--- src/rtl/core/madt_pkg.sv ---
`default_nettype none
package madt_pkg;

  localparam int DEF_MAX_CPUS = 64;
  localparam int COUNT_W      = 7;
  localparam int APB_ADDR_W   = 3;
  localparam int APB_DATA_W   = 32;

  localparam logic [COUNT_W-1:0] CPU_LIMIT_RESET = 7'd64;

  localparam logic [7:0] TYPE_LAPIC     = 8'd0;
  localparam logic [7:0] TYPE_X2APIC    = 8'd9;
  localparam logic [7:0] MIN_ENTRY_LEN  = 8'd2;
  localparam logic [7:0] LAPIC_MIN_LEN  = 8'd8;
  localparam logic [7:0] X2APIC_MIN_LEN = 8'd16;
  localparam logic [7:0] BAD_XAPIC_ID   = 8'hff;
  localparam logic [31:0] BAD_X2APIC_ID = 32'hffff_ffff;

  typedef enum logic [0:0] {
    REG_CPU_LIMIT = 1'b0,
    REG_NONE      = 1'b1
  } reg_idx_t;

  typedef enum logic [2:0] {
    ST_ADDED     = 3'd0,
    ST_SKIPPED   = 3'd1,
    ST_DUPLICATE = 3'd2,
    ST_MALFORMED = 3'd3,
    ST_CONFLICT  = 3'd4,
    ST_FULL      = 3'd5
  } status_t;

  typedef enum logic [0:0] {
    KIND_LAPIC  = 1'b0,
    KIND_X2APIC = 1'b1
  } kind_t;

  typedef enum logic [1:0] {
    S_IDLE,
    S_CHECK,
    S_SCAN,
    S_FINISH
  } state_t;

  typedef struct packed {
    logic [7:0]  entry_type;
    logic [7:0]  entry_length;
    logic [7:0]  bytes_available;
    logic [7:0]  byte_two;
    logic [7:0]  byte_three;
    logic [31:0] word_four;
    logic [31:0] word_eight;
    logic [31:0] word_twelve;
  } madt_in_t;

  typedef struct packed {
    status_t             status;
    logic [31:0]         cpu_apic_id;
    logic [31:0]         cpu_uid;
    logic                source_kind;
    logic [COUNT_W-1:0]  cpu_count;
  } madt_out_t;

  typedef struct packed {
    logic    accept;
    logic    step;
    logic    commit;
    logic    set_status;
    status_t code;
    logic    load_out;
  } ctrl_cmd_t;

  typedef struct packed {
    logic dec_ok;
    logic over_limit;
    logic at_limit;
    logic empty;
    logic hit_dup;
    logic hit_conf;
    logic scan_last;
    logic out_busy;
  } dp_stat_t;

endpackage
`default_nettype wire

--- src/rtl/core/madt_ctrl.sv ---
`default_nettype none
module madt_ctrl
  import madt_pkg::*;
(
  input  wire logic      clk,
  input  wire logic      rst_n,
  input  wire logic      in_valid,
  output logic           in_stall,
  input  wire dp_stat_t  stat,
  output ctrl_cmd_t      cmd
);

  state_t state_r;
  state_t state_nxt;

  always_ff @(posedge clk) begin
    if (!rst_n) begin
      state_r <= S_IDLE;
    end else begin
      state_r <= state_nxt;
    end
  end

  always_comb begin
    state_nxt = state_r;
    unique case (state_r)
      S_IDLE: begin
        if (in_valid) begin
          state_nxt = S_CHECK;
        end
      end
      S_CHECK: begin
        if (!stat.dec_ok || stat.over_limit || stat.empty) begin
          state_nxt = S_FINISH;
        end else begin
          state_nxt = S_SCAN;
        end
      end
      S_SCAN: begin
        if (stat.hit_dup || stat.hit_conf || stat.scan_last) begin
          state_nxt = S_FINISH;
        end
      end
      S_FINISH: begin
        if (!stat.out_busy) begin
          state_nxt = S_IDLE;
        end
      end
      default: state_nxt = S_IDLE;
    endcase
  end

  always_comb begin
    cmd      = '0;
    cmd.code = ST_ADDED;
    in_stall = 1'b1;
    unique case (state_r)
      S_IDLE: begin
        in_stall   = 1'b0;
        cmd.accept = in_valid;
      end
      S_CHECK: begin
        if (!stat.dec_ok) begin
          cmd.set_status = 1'b0;
        end else if (stat.over_limit) begin
          cmd.set_status = 1'b1;
          cmd.code       = ST_FULL;
        end else if (stat.empty) begin
          if (stat.at_limit) begin
            cmd.set_status = 1'b1;
            cmd.code       = ST_FULL;
          end else begin
            cmd.commit = 1'b1;
          end
        end else begin
          cmd.step = 1'b1;
        end
      end
      S_SCAN: begin
        if (stat.hit_dup) begin
          cmd.set_status = 1'b1;
          cmd.code       = ST_DUPLICATE;
        end else if (stat.hit_conf) begin
          cmd.set_status = 1'b1;
          cmd.code       = ST_CONFLICT;
        end else if (stat.scan_last) begin
          if (stat.at_limit) begin
            cmd.set_status = 1'b1;
            cmd.code       = ST_FULL;
          end else begin
            cmd.commit = 1'b1;
          end
        end else begin
          cmd.step = 1'b1;
        end
      end
      S_FINISH: begin
        cmd.load_out = !stat.out_busy;
      end
      default: begin
        in_stall = 1'b1;
      end
    endcase
  end

  assert property (@(posedge clk) disable iff (!rst_n)
    (state_r == S_SCAN) |-> !stat.empty)
    else $error("table scan entered with an empty table");

  assert property (@(posedge clk) disable iff (!rst_n)
    cmd.accept |=> (state_r == S_CHECK))
    else $error("accepted request did not move to the check step");

  assert property (@(posedge clk) disable iff (!rst_n)
    cmd.load_out |=> (state_r == S_IDLE))
    else $error("controller did not return to idle after loading a result");

endmodule
`default_nettype wire

--- src/rtl/core/madt_dp.sv ---
`default_nettype none
module madt_dp
  import madt_pkg::*;
#(
  parameter int MAX_CPUS = DEF_MAX_CPUS
) (
  input  wire logic               clk,
  input  wire logic               rst_n,
  input  wire madt_in_t           in_req,
  input  wire logic [COUNT_W-1:0] cpu_limit,
  input  wire ctrl_cmd_t          cmd,
  output dp_stat_t                stat,
  output logic                    out_valid,
  input  wire logic               out_stall,
  output madt_out_t               out_rsp
);

  localparam int IDX_W = (MAX_CPUS > 1) ? $clog2(MAX_CPUS) : 1;
  localparam int AW    = (IDX_W > COUNT_W) ? IDX_W : COUNT_W;
  localparam int MW    = $clog2(MAX_CPUS + 1);
  localparam int LW    = (MW > COUNT_W) ? MW : COUNT_W;

  status_t             dec_status;
  logic [31:0]         dec_apic;
  logic [31:0]         dec_uid;
  kind_t               dec_kind;
  logic                len_bad;

  status_t             dec_status_r;
  logic [31:0]         apic_r;
  logic [31:0]         uid_r;
  kind_t               kind_r;
  status_t             res_status_r;
  logic [COUNT_W-1:0]  scan_idx_r;
  logic [COUNT_W-1:0]  count_r;
  logic [63:0]         pair_mem_r [MAX_CPUS];
  logic [63:0]         rd_data_r;
  madt_out_t           out_r;
  logic                out_valid_r;

  logic [AW-1:0]       rd_addr_ext;
  logic [AW-1:0]       wr_addr_ext;
  logic [IDX_W-1:0]    rd_addr;
  logic [IDX_W-1:0]    wr_addr;
  logic [LW-1:0]       lim_ext;
  logic [LW-1:0]       max_ext;
  logic [LW-1:0]       eff_limit;
  logic [LW-1:0]       count_ext;

  assign len_bad = (in_req.bytes_available < MIN_ENTRY_LEN) ||
                   (in_req.entry_length < MIN_ENTRY_LEN) ||
                   (in_req.entry_length > in_req.bytes_available);

  always_comb begin
    dec_status = ST_SKIPPED;
    dec_apic   = '0;
    dec_uid    = '0;
    dec_kind   = KIND_LAPIC;
    if (len_bad) begin
      dec_status = ST_MALFORMED;
    end else if (in_req.entry_type == TYPE_LAPIC) begin
      if (in_req.entry_length < LAPIC_MIN_LEN) begin
        dec_status = ST_MALFORMED;
      end else if (!in_req.word_four[0]) begin
        dec_status = ST_SKIPPED;
      end else if (in_req.byte_three == BAD_XAPIC_ID) begin
        dec_status = ST_MALFORMED;
      end else begin
        dec_status = ST_ADDED;
        dec_apic   = {24'd0, in_req.byte_three};
        dec_uid    = {24'd0, in_req.byte_two};
        dec_kind   = KIND_LAPIC;
      end
    end else if (in_req.entry_type == TYPE_X2APIC) begin
      if ((in_req.entry_length < X2APIC_MIN_LEN) || (in_req.byte_two != 8'd0) ||
          (in_req.byte_three != 8'd0)) begin
        dec_status = ST_MALFORMED;
      end else if (!in_req.word_eight[0]) begin
        dec_status = ST_SKIPPED;
      end else if (in_req.word_four == BAD_X2APIC_ID) begin
        dec_status = ST_MALFORMED;
      end else begin
        dec_status = ST_ADDED;
        dec_apic   = in_req.word_four;
        dec_uid    = in_req.word_twelve;
        dec_kind   = KIND_X2APIC;
      end
    end
  end

  always_ff @(posedge clk) begin
    if (cmd.accept) begin
      dec_status_r <= dec_status;
      apic_r       <= dec_apic;
      uid_r        <= dec_uid;
      kind_r       <= dec_kind;
    end
  end

  always_ff @(posedge clk) begin
    if (cmd.accept) begin
      res_status_r <= dec_status;
    end else if (cmd.set_status) begin
      res_status_r <= cmd.code;
    end else if (cmd.commit) begin
      res_status_r <= ST_ADDED;
    end
  end

  always_ff @(posedge clk) begin
    if (!rst_n) begin
      scan_idx_r <= '0;
      count_r    <= '0;
    end else begin
      if (cmd.accept) begin
        scan_idx_r <= '0;
      end else if (cmd.step) begin
        scan_idx_r <= scan_idx_r + 1'b1;
      end
      if (cmd.commit) begin
        count_r <= count_r + 1'b1;
      end
    end
  end

  assign rd_addr_ext = AW'(scan_idx_r);
  assign wr_addr_ext = AW'(count_r);
  assign rd_addr     = rd_addr_ext[IDX_W-1:0];
  assign wr_addr     = wr_addr_ext[IDX_W-1:0];

  always_ff @(posedge clk) begin
    if (cmd.commit) begin
      pair_mem_r[wr_addr] <= {apic_r, uid_r};
    end
    rd_data_r <= pair_mem_r[rd_addr];
  end

  assign lim_ext   = LW'(cpu_limit);
  assign max_ext   = LW'(MAX_CPUS);
  assign eff_limit = (lim_ext > max_ext) ? max_ext : lim_ext;
  assign count_ext = LW'(count_r);

  always_comb begin
    stat            = '0;
    stat.dec_ok     = (dec_status_r == ST_ADDED);
    stat.over_limit = (count_ext > eff_limit);
    stat.at_limit   = (count_ext >= eff_limit);
    stat.empty      = (count_r == '0);
    stat.hit_dup    = (rd_data_r[63:32] == apic_r) && (rd_data_r[31:0] == uid_r);
    stat.hit_conf   = (rd_data_r[63:32] == apic_r) || (rd_data_r[31:0] == uid_r);
    stat.scan_last  = (scan_idx_r == count_r);
    stat.out_busy   = out_valid_r && out_stall;
  end

  always_ff @(posedge clk) begin
    if (!rst_n) begin
      out_valid_r <= 1'b0;
    end else if (cmd.load_out) begin
      out_valid_r <= 1'b1;
    end else if (!out_stall) begin
      out_valid_r <= 1'b0;
    end
  end

  always_ff @(posedge clk) begin
    if (cmd.load_out) begin
      out_r.status      <= res_status_r;
      out_r.cpu_apic_id <= apic_r;
      out_r.cpu_uid     <= uid_r;
      out_r.source_kind <= kind_r;
      out_r.cpu_count   <= count_r;
    end
  end

  assign out_valid = out_valid_r;
  assign out_rsp   = out_r;

  assert property (@(posedge clk) disable iff (!rst_n)
    cmd.commit |-> !stat.at_limit)
    else $error("pair stored beyond the effective table limit");

  assert property (@(posedge clk) disable iff (!rst_n)
    !cmd.commit |=> $stable(count_r))
    else $error("CPU count changed without a store");

  assert property (@(posedge clk) disable iff (!rst_n)
    $rose(out_valid_r) |-> $past(cmd.load_out))
    else $error("result appeared without a load");

  assert property (@(posedge clk) disable iff (!rst_n)
    cmd.load_out |-> !stat.out_busy)
    else $error("result loaded over one that is still waiting");

endmodule
`default_nettype wire

--- src/rtl/core/madt_cpu_entry_register.sv ---
`default_nettype none
// Decodes one ACPI MADT local APIC or x2APIC entry per request and adds the
// online CPU it describes to an on-chip table of (APIC id, ACPI uid) pairs,
// returning one result per request with the status, the decoded ids and the
// CPU count. Every insert scans the stored pairs one per cycle through the
// single read port of the pair memory, so a request takes longer as the table
// fills. A skipped, malformed or over-limit entry does not scan. The
// cpu_limit register at byte address 0 caps the table, and a value above
// MAX_CPUS acts as MAX_CPUS. The table needs no clearing after reset.
module madt_cpu_entry_register
  import madt_pkg::*;
#(
  parameter int MAX_CPUS = DEF_MAX_CPUS
) (
  input  wire logic                  clk,
  input  wire logic                  rst_n,
  input  wire logic                  in_valid,
  output logic                       in_stall,
  input  wire madt_in_t              in_req,
  output logic                       out_valid,
  input  wire logic                  out_stall,
  output madt_out_t                  out_rsp,
  input  wire logic                  psel,
  input  wire logic                  penable,
  input  wire logic                  pwrite,
  input  wire logic [APB_ADDR_W-1:0] paddr,
  input  wire logic [APB_DATA_W-1:0] pwdata,
  output logic [APB_DATA_W-1:0]      prdata,
  output logic                       pready
);

  logic [COUNT_W-1:0] cpu_limit_r;
  reg_idx_t           reg_idx;
  logic               cfg_write;
  ctrl_cmd_t          cmd;
  dp_stat_t           stat;

  assign pready    = 1'b1;
  assign reg_idx   = reg_idx_t'(paddr[2]);
  assign cfg_write = psel && penable && pwrite && pready;

  always_ff @(posedge clk) begin
    if (!rst_n) begin
      cpu_limit_r <= CPU_LIMIT_RESET;
    end else if (cfg_write && (reg_idx == REG_CPU_LIMIT)) begin
      cpu_limit_r <= pwdata[COUNT_W-1:0];
    end
  end

  always_comb begin
    unique case (reg_idx)
      REG_CPU_LIMIT: prdata = APB_DATA_W'(cpu_limit_r);
      default:       prdata = '0;
    endcase
  end

  madt_ctrl u_ctrl (
    .clk      (clk),
    .rst_n    (rst_n),
    .in_valid (in_valid),
    .in_stall (in_stall),
    .stat     (stat),
    .cmd      (cmd)
  );

  madt_dp #(
    .MAX_CPUS (MAX_CPUS)
  ) u_dp (
    .clk       (clk),
    .rst_n     (rst_n),
    .in_req    (in_req),
    .cpu_limit (cpu_limit_r),
    .cmd       (cmd),
    .stat      (stat),
    .out_valid (out_valid),
    .out_stall (out_stall),
    .out_rsp   (out_rsp)
  );

endmodule
`default_nettype wire

--- config.mk ---
export PLATFORM = sky130hd
export DESIGN_NAME = madt_cpu_entry_register
export DESIGN_NICKNAME = d
export VERILOG_FILES = /design/src/rtl/core/madt_pkg.sv /design/src/rtl/core/madt_ctrl.sv /design/src/rtl/core/madt_dp.sv /design/src/rtl/core/madt_cpu_entry_register.sv
export SDC_FILE = /design/constraint.sdc
export NUM_CORES = 2
export LEC_CHECK = 0
export ABC_CLOCK_PERIOD_IN_PS = 12100
export BUFFER_PORTS_ARGS = -buffer_cell sky130_fd_sc_hd__buf_4
export CAP_MARGIN = 20
export CORE_MARGIN = 1
export CORE_UTILIZATION = 35
export CTS_CLUSTER_DIAMETER = 150
export CTS_CLUSTER_SIZE = 30
export DETAILED_ROUTE_END_ITERATION = 12
export GPL_TIMING_DRIVEN = 0
export RECOVER_POWER = 50
export SETUP_SLACK_MARGIN = 0.3
export SYNTH_ARGS = -nofsm -noshare
export SYNTH_HDL_FRONTEND = slang
export SYNTH_HIERARCHICAL = 1
export SYNTH_SLANG_ARGS = --single-unit
--- constraint.sdc ---
create_clock -name clk -period 12.1 [get_ports clk]
set_input_delay 1.21 -clock clk [delete_from_list [all_inputs] [get_ports clk]]
set_output_delay 1.21 -clock clk [all_outputs]
set_load 0.05 [all_outputs]
# Word level (Yosys, flattened, before mapping)
# Memory sizes are Yosys's and may differ from the RTL's. A register that Yosys moved wholly into a read port is not among the register bits.
# Index checks and enable logic that the tools add are counted.
[classes]
bitwise = 4
muxes = 59
n_addsub = 2
eq_ne = 13
n_lt_le_gt_ge = 8
reduce_logical = 26
[op_table]
columns = ["op", "n"]
rows = [
  ["$mux W32", 14],
  ["$eq A32 B32 Y1", 2],
  ["$mux W3", 11],
  ["$eq A32 B32 Y1 const B", 1],
  ["$mux W2", 9],
  ["$lt A8 B2 Y1 const B", 2],
  ["$mux W4", 4],
  ["$mux W8", 2],
  ["$reduce_bool A8 Y1", 2],
  ["$add A7 B1 Y7 const B", 2],
  ["$mux W7", 2],
  ["$mux W1", 13],
  ["$pmux W6 S2", 1],
  ["$mux W5", 2],
  ["$logic_or A1 B1 Y1", 9],
  ["$eq A8 B4 Y1 const B", 1],
  ["$eq A8 B8 Y1 const B", 1],
  ["$gt A8 B8 Y1", 1],
  ["$logic_not A8 Y1", 1],
  ["$lt A8 B4 Y1 const B", 1],
  ["$lt A8 B5 Y1 const B", 1],
  ["$pmux W2 S4", 1],
  ["$eq A7 B7 Y1", 1],
  ["$ge A7 B7 Y1", 1],
  ["other kinds (16)", 27],
]
[totals]
memories = 1
elab_cells = 128
inputBits = 178
out_inout_bits = 110
mem_bits_rw = 4096
reg_bits = 170
[mem_list]
columns = ["memory", "words", "word_bits", "rd", "rd_ports_with_merged_regs", "write_ports", "line_no", "text"]
rows = [
  ["u_dp.pair_mem_r", 64, 64, 1, 1, 1, "madt_dp.sv:36", "logic [63:0] pair_mem_r [MAX_CPUS];"],
]

# Depth between registers and ports, before layout
[logic_depth]
depth_word = 11
mapped_depth = 15
ltp_nobuf = 14

# Hierarchy
# The synthesis kept the hierarchy.
[by_module_without_submodules]
columns = ["module", "n_inst", "seq_area_each_um2", "cells_per_inst", "area_each_um2"]
rows = [
  ["madt_dp", 1, 128933.7, 7227, 163762.1],
  ["madt_cpu_entry_register", 1, 140.1, 66, 556.8],
  ["madt_ctrl", 1, 40.0, 42, 332.8],
]

# Least setup slack after synthesis
# Ideal clock, no wire load.
[synth_timing]
path_type = "register -> register"
startpoint = "register u_dp.scan_idx_r[0], in the netlist u_dp/rd_addr_ext[0]"
endpoint = "memory u_dp.pair_mem_r[41][0], enable pin"
t_arrival_ns = 7.713
required_ns = 11.536
path_slack_ns = 3.822
path_buffers = 7
period_less_slack_ns = 8.278
path_stages_with_launch = 15
setup_time_ns = 0.564
path_cell_list = "dfxtp_1 clkbuf_1 buf_2 buf_2 buf_2 buf_2 buf_2 xnor2_1 nand4_1 nor4_1 a31oi_1 nor3b_1 clkbuf_1 nand3_1 nor3_1"
[synth_rtl]
columns = ["element", "line_no", "text"]
rows = [
  ["from (decl)", "madt_dp.sv:34", "logic [COUNT_W-1:0] scan_idx_r;"],
  ["from (signal assigned)", "madt_dp.sv:118", "scan_idx_r <= scan_idx_r + 1'b1;"],
  ["to (decl)", "madt_dp.sv:36", ""],
]

==> qor.yml <==
synth:
  synth_area_um2: 165000
  ys_async_sr_fraction_pct: 0
  synth_edf_count: 4241
  synth_cell_type_count: 70
  ys_seq_area_share_pct: 78.4
  yosysTopAreaCell: "edfxtp_1"
  synthFlopType: "edfxtp_1"
  yosys.area_share.xor_xnor_pct: 0.426
  synth_top_area_share_pct: 77.3
  synth-adder-area-share_pct: 0.175
  synth_mux_area_share_pct: 15.4
  synth_top_family_by_area: "multiplexers"
  postSynthAreaPerCell_um2: 22.4
  synth-seq-cells: 4329
  synth_compound_area_share_pct: 2.73
  synthSimpleGateAreaFrac_pct: 1.65
  yosysWarningCount: 6
  synthCells: 7335
  synth_area_leaders: "edfxtp_1 (77%), mux4_2 (13%), mux2i_1 (1.7%), dfxtp_1 (1.1%), a22oi_1 (0.70%)"
clocking:
  cts-root-buf: "clkbuf_16"
  clockBufferDepth: 4
  clk_latency_ns: 0.93
  post_cts_buffers: 0
  cts_hold_buf: 0
  cts_sinks: 4329
  clk_pin_slew_ns: 0.11
  cts_resized: 0
  h-tree-depth: 4
  cts_tree: "yes"
  cts_buffers: 170
detailed_routing:
  avgRoutedWirePerCell_um: 33.5
  ant_nets: 0
  drtIter0Drc: 12400
  drc_errors: 0
  wl_mm: 482
  vias_per_cell: 5.72
  route.vias.total: 82400
  drt_pass1_iterations: 5
final_layout:
  drive_gt1_share_pct: 23.0
  fin_area_um2: 185000
  final_cells: 14400
  final_nets: 8326
  syn_to_final_growth_pct: 12.1
floorplanning:
  dieHeight_um: 688
  core_um2: 468000
  rows: 251
  ios: 288
  start_util_pct: 35.2
  die_area_um2: 473000
  fp.dieW_um: 688
global_route:
  grtUsageMet3_pct: 3.89
  overflow: 0
  grt_pass1_vias: 80700
  grt_use_met1_pct: 27.0
  grt_usage_pct: 19.9
  grtUsageMet2_pct: 31.7
  antenna_found_initial: 41
  grt_pass1_wl_mm: 657
  grt_max_degree: 48
  grt.busiest_layer: "met2"
timing:
  period_share_pct: 77.5
  slew_headroom_pct: -72.7
  rsz0062_at_grt: "false"
  period_needed_ns: 9.38
  setup_violations: 0
  hold_viol: 0
  worst_pin_slew_ns: 2.59
  fin_hold_ws_ns: 0.434
  setup_slack_ns: 2.72
  slew_violations: 1335
  fin_worst_skew_ns: 0.0623
  max_freq_mhz: 107
placed_design:
  placed_cell_area_um2: 183000
  place_hpwl_mm: 345
  gp_congestion: 0.935
  dp_slack_ns: 3.05
  dp.cells: 14100
  portBuffers: 203
power:
  power.leakage_nw: 53.9
  vdd_drop_max_uv: 116
  power_mw: 26.5
  p_per_area_nw_per_um2: 144
worst_setup_path:
  worstPathCellList: "clkbuf_1 > buf_2 > buf_2 > buf_2 > buf_2 > buf_2 > xnor2_1 > nand4_1 > nor4_1 > a31oi_1 > nor3b_1 > clkbuf_1 > nand4_1 > nor2_4 > buf_16 > buf_12"
  arrival_ns: 9.95
  max_stage_delay_ns: 0.99
  worst_path_most_repeated_cell: "buf_2"
  worstSetupStartpointType: "register"
  reg2reg_depth: 16
  path_max_fanout: 23
  crit_type: "register to register"
  end_kind: "register"
  crit_slowest_cell: "nor2_4"
  cp.required_ns: 12.67
worst_hold_path:
  hp-class: "register to register"
  hold_depth: 0
run_status:
  status: "finished with violations"
  violations: "capacitance limit, slew limit"
job:
  maxCapViolCount: 44
## metrics by stage
step	TNS [ns]	util, %
after floorplan	0	-
after global placement	-6708.72	37.2
after detailed placement	0	39.1
after CTS	0	40.1
after global routing	0	39.4
final	0	39.4
## sequential cells by signal, summed over array words and instances, names as in the netlist
name	count
u_dp/rd_data_r	64
u_dp/count_ext	7
u_dp/rd_addr_ext	7
u_dp/res_status_r	3
u_dp/kind_r	1
u_ctrl/state_r	2
u_dp/pair_mem_r	4096
u_dp/dec_status_r	2
u_dp/apic_r	32
u_dp/out_valid	1
u_dp/out_rsp	75
u_dp/uid_r	32
cpu_limit_r	7
## power by group
part	switching [mW]	total, mW	internal (mW)
Combinational	1.47	1.74	0.273
Clock	4.39	7.04	2.66
Sequential	0.272	17.7	17.5
## synthesized netlist by cell type (all sizes together), types with 41 or more instances
master  instances
clkbuf        216
a22oi         153
nand2         122
buf           214
a211oi         67
nor2b          84
a21oi          85
mux4          974
xnor2          72
and2           59
o22ai          64
mux2i         279
edfxtp       4241
a22o           41
nor2           98
dfxtp          88
mux2           54
## worst max-delay path: cells and delay by family (launching register included)
kind | cells | cell delay (ns)
AND/OR/NAND/NOR | 5 | 3.38
XOR/XNOR | 1 | 0.22
buffers and inverters | 9 | 4.65
AO/OA/AOI/OAI | 1 | 0.18
flip-flops | 1 | 0.46
## cells by family (layout without fill, tap and decap cells)
kind of cell / after synthesis / in the layout
compound gates: 612 / 612
flops: 4329 / 4329
simple gates: 520 / 520
buf+inv: 462 / 1297
xor+xnor: 80 / 80
fa+ha+maj: 23 / 23
other cells: 2 / 37
mux: 1307 / 1307
## area by class of cell
| cell class | count | area, um^2 |
|---|---|---|
| fillers | 41100 | 283000 |
| flip-flops and latches | 4329 | 129000 |
| multi-input cells | 2568 | 34100 |
| well taps | 6198 | 7750 |
| repair buffers | 594 | 6920 |
| clock buffers | 236 | 4520 |
| plain buffers | 430 | 1890 |
| inverters | 32 | 120 |
| clock inverters | 5 | 65.1 |
| diodes | 11 | 27.5 |
## layout by cell type, fill, tap and decap left out, types with 36 or more instances in the layout
| master | n |
|---|---|
| a211oi_1 | 66 |
| a21oi_1 | 85 |
| a22o_1 | 41 |
| a22oi_1 | 153 |
| and2_1 | 57 |
| buf_1 | 66 |
| buf_12 | 142 |
| buf_16 | 48 |
| buf_2 | 119 |
| buf_4 | 232 |
| clkbuf_1 | 419 |
| clkbuf_16 | 171 |
| dfxtp_1 | 88 |
| edfxtp_1 | 4241 |
| mux2_2 | 54 |
| mux2i_1 | 279 |
| mux4_2 | 974 |
| nand2_1 | 122 |
| nand3_1 | 36 |
| nand4_1 | 36 |
| nor2_1 | 36 |
| nor2_4 | 62 |
| nor2b_1 | 84 |
| o22ai_1 | 64 |
| xnor2_1 | 72 |
## layer usage
metal / part of all wire [%] / wire [um]
met4: 4.9 / 23600
met2: 47 / 224000
met1: 38 / 185000
met3: 10 / 49400
met5: 0.018 / 87
## path summary, 6_finish.rpt
path                                      start                                 to  slack (ns)
max            u_dp/rd_addr_ext[0]$_SDFFE_PP0P_  u_dp/pair_mem_r[39][39]$_DFFE_PP_        2.72
min          u_dp/res_status_r[2]$_SDFFCE_PP0P_         u_dp/out_rsp[74]$_DFFE_PP_        0.43
max reg2reg    u_dp/rd_addr_ext[0]$_SDFFE_PP0P_  u_dp/pair_mem_r[39][39]$_DFFE_PP_        2.72
min reg2reg  u_dp/res_status_r[2]$_SDFFCE_PP0P_         u_dp/out_rsp[74]$_DFFE_PP_        0.43
(Power assumes the default switching activity.)
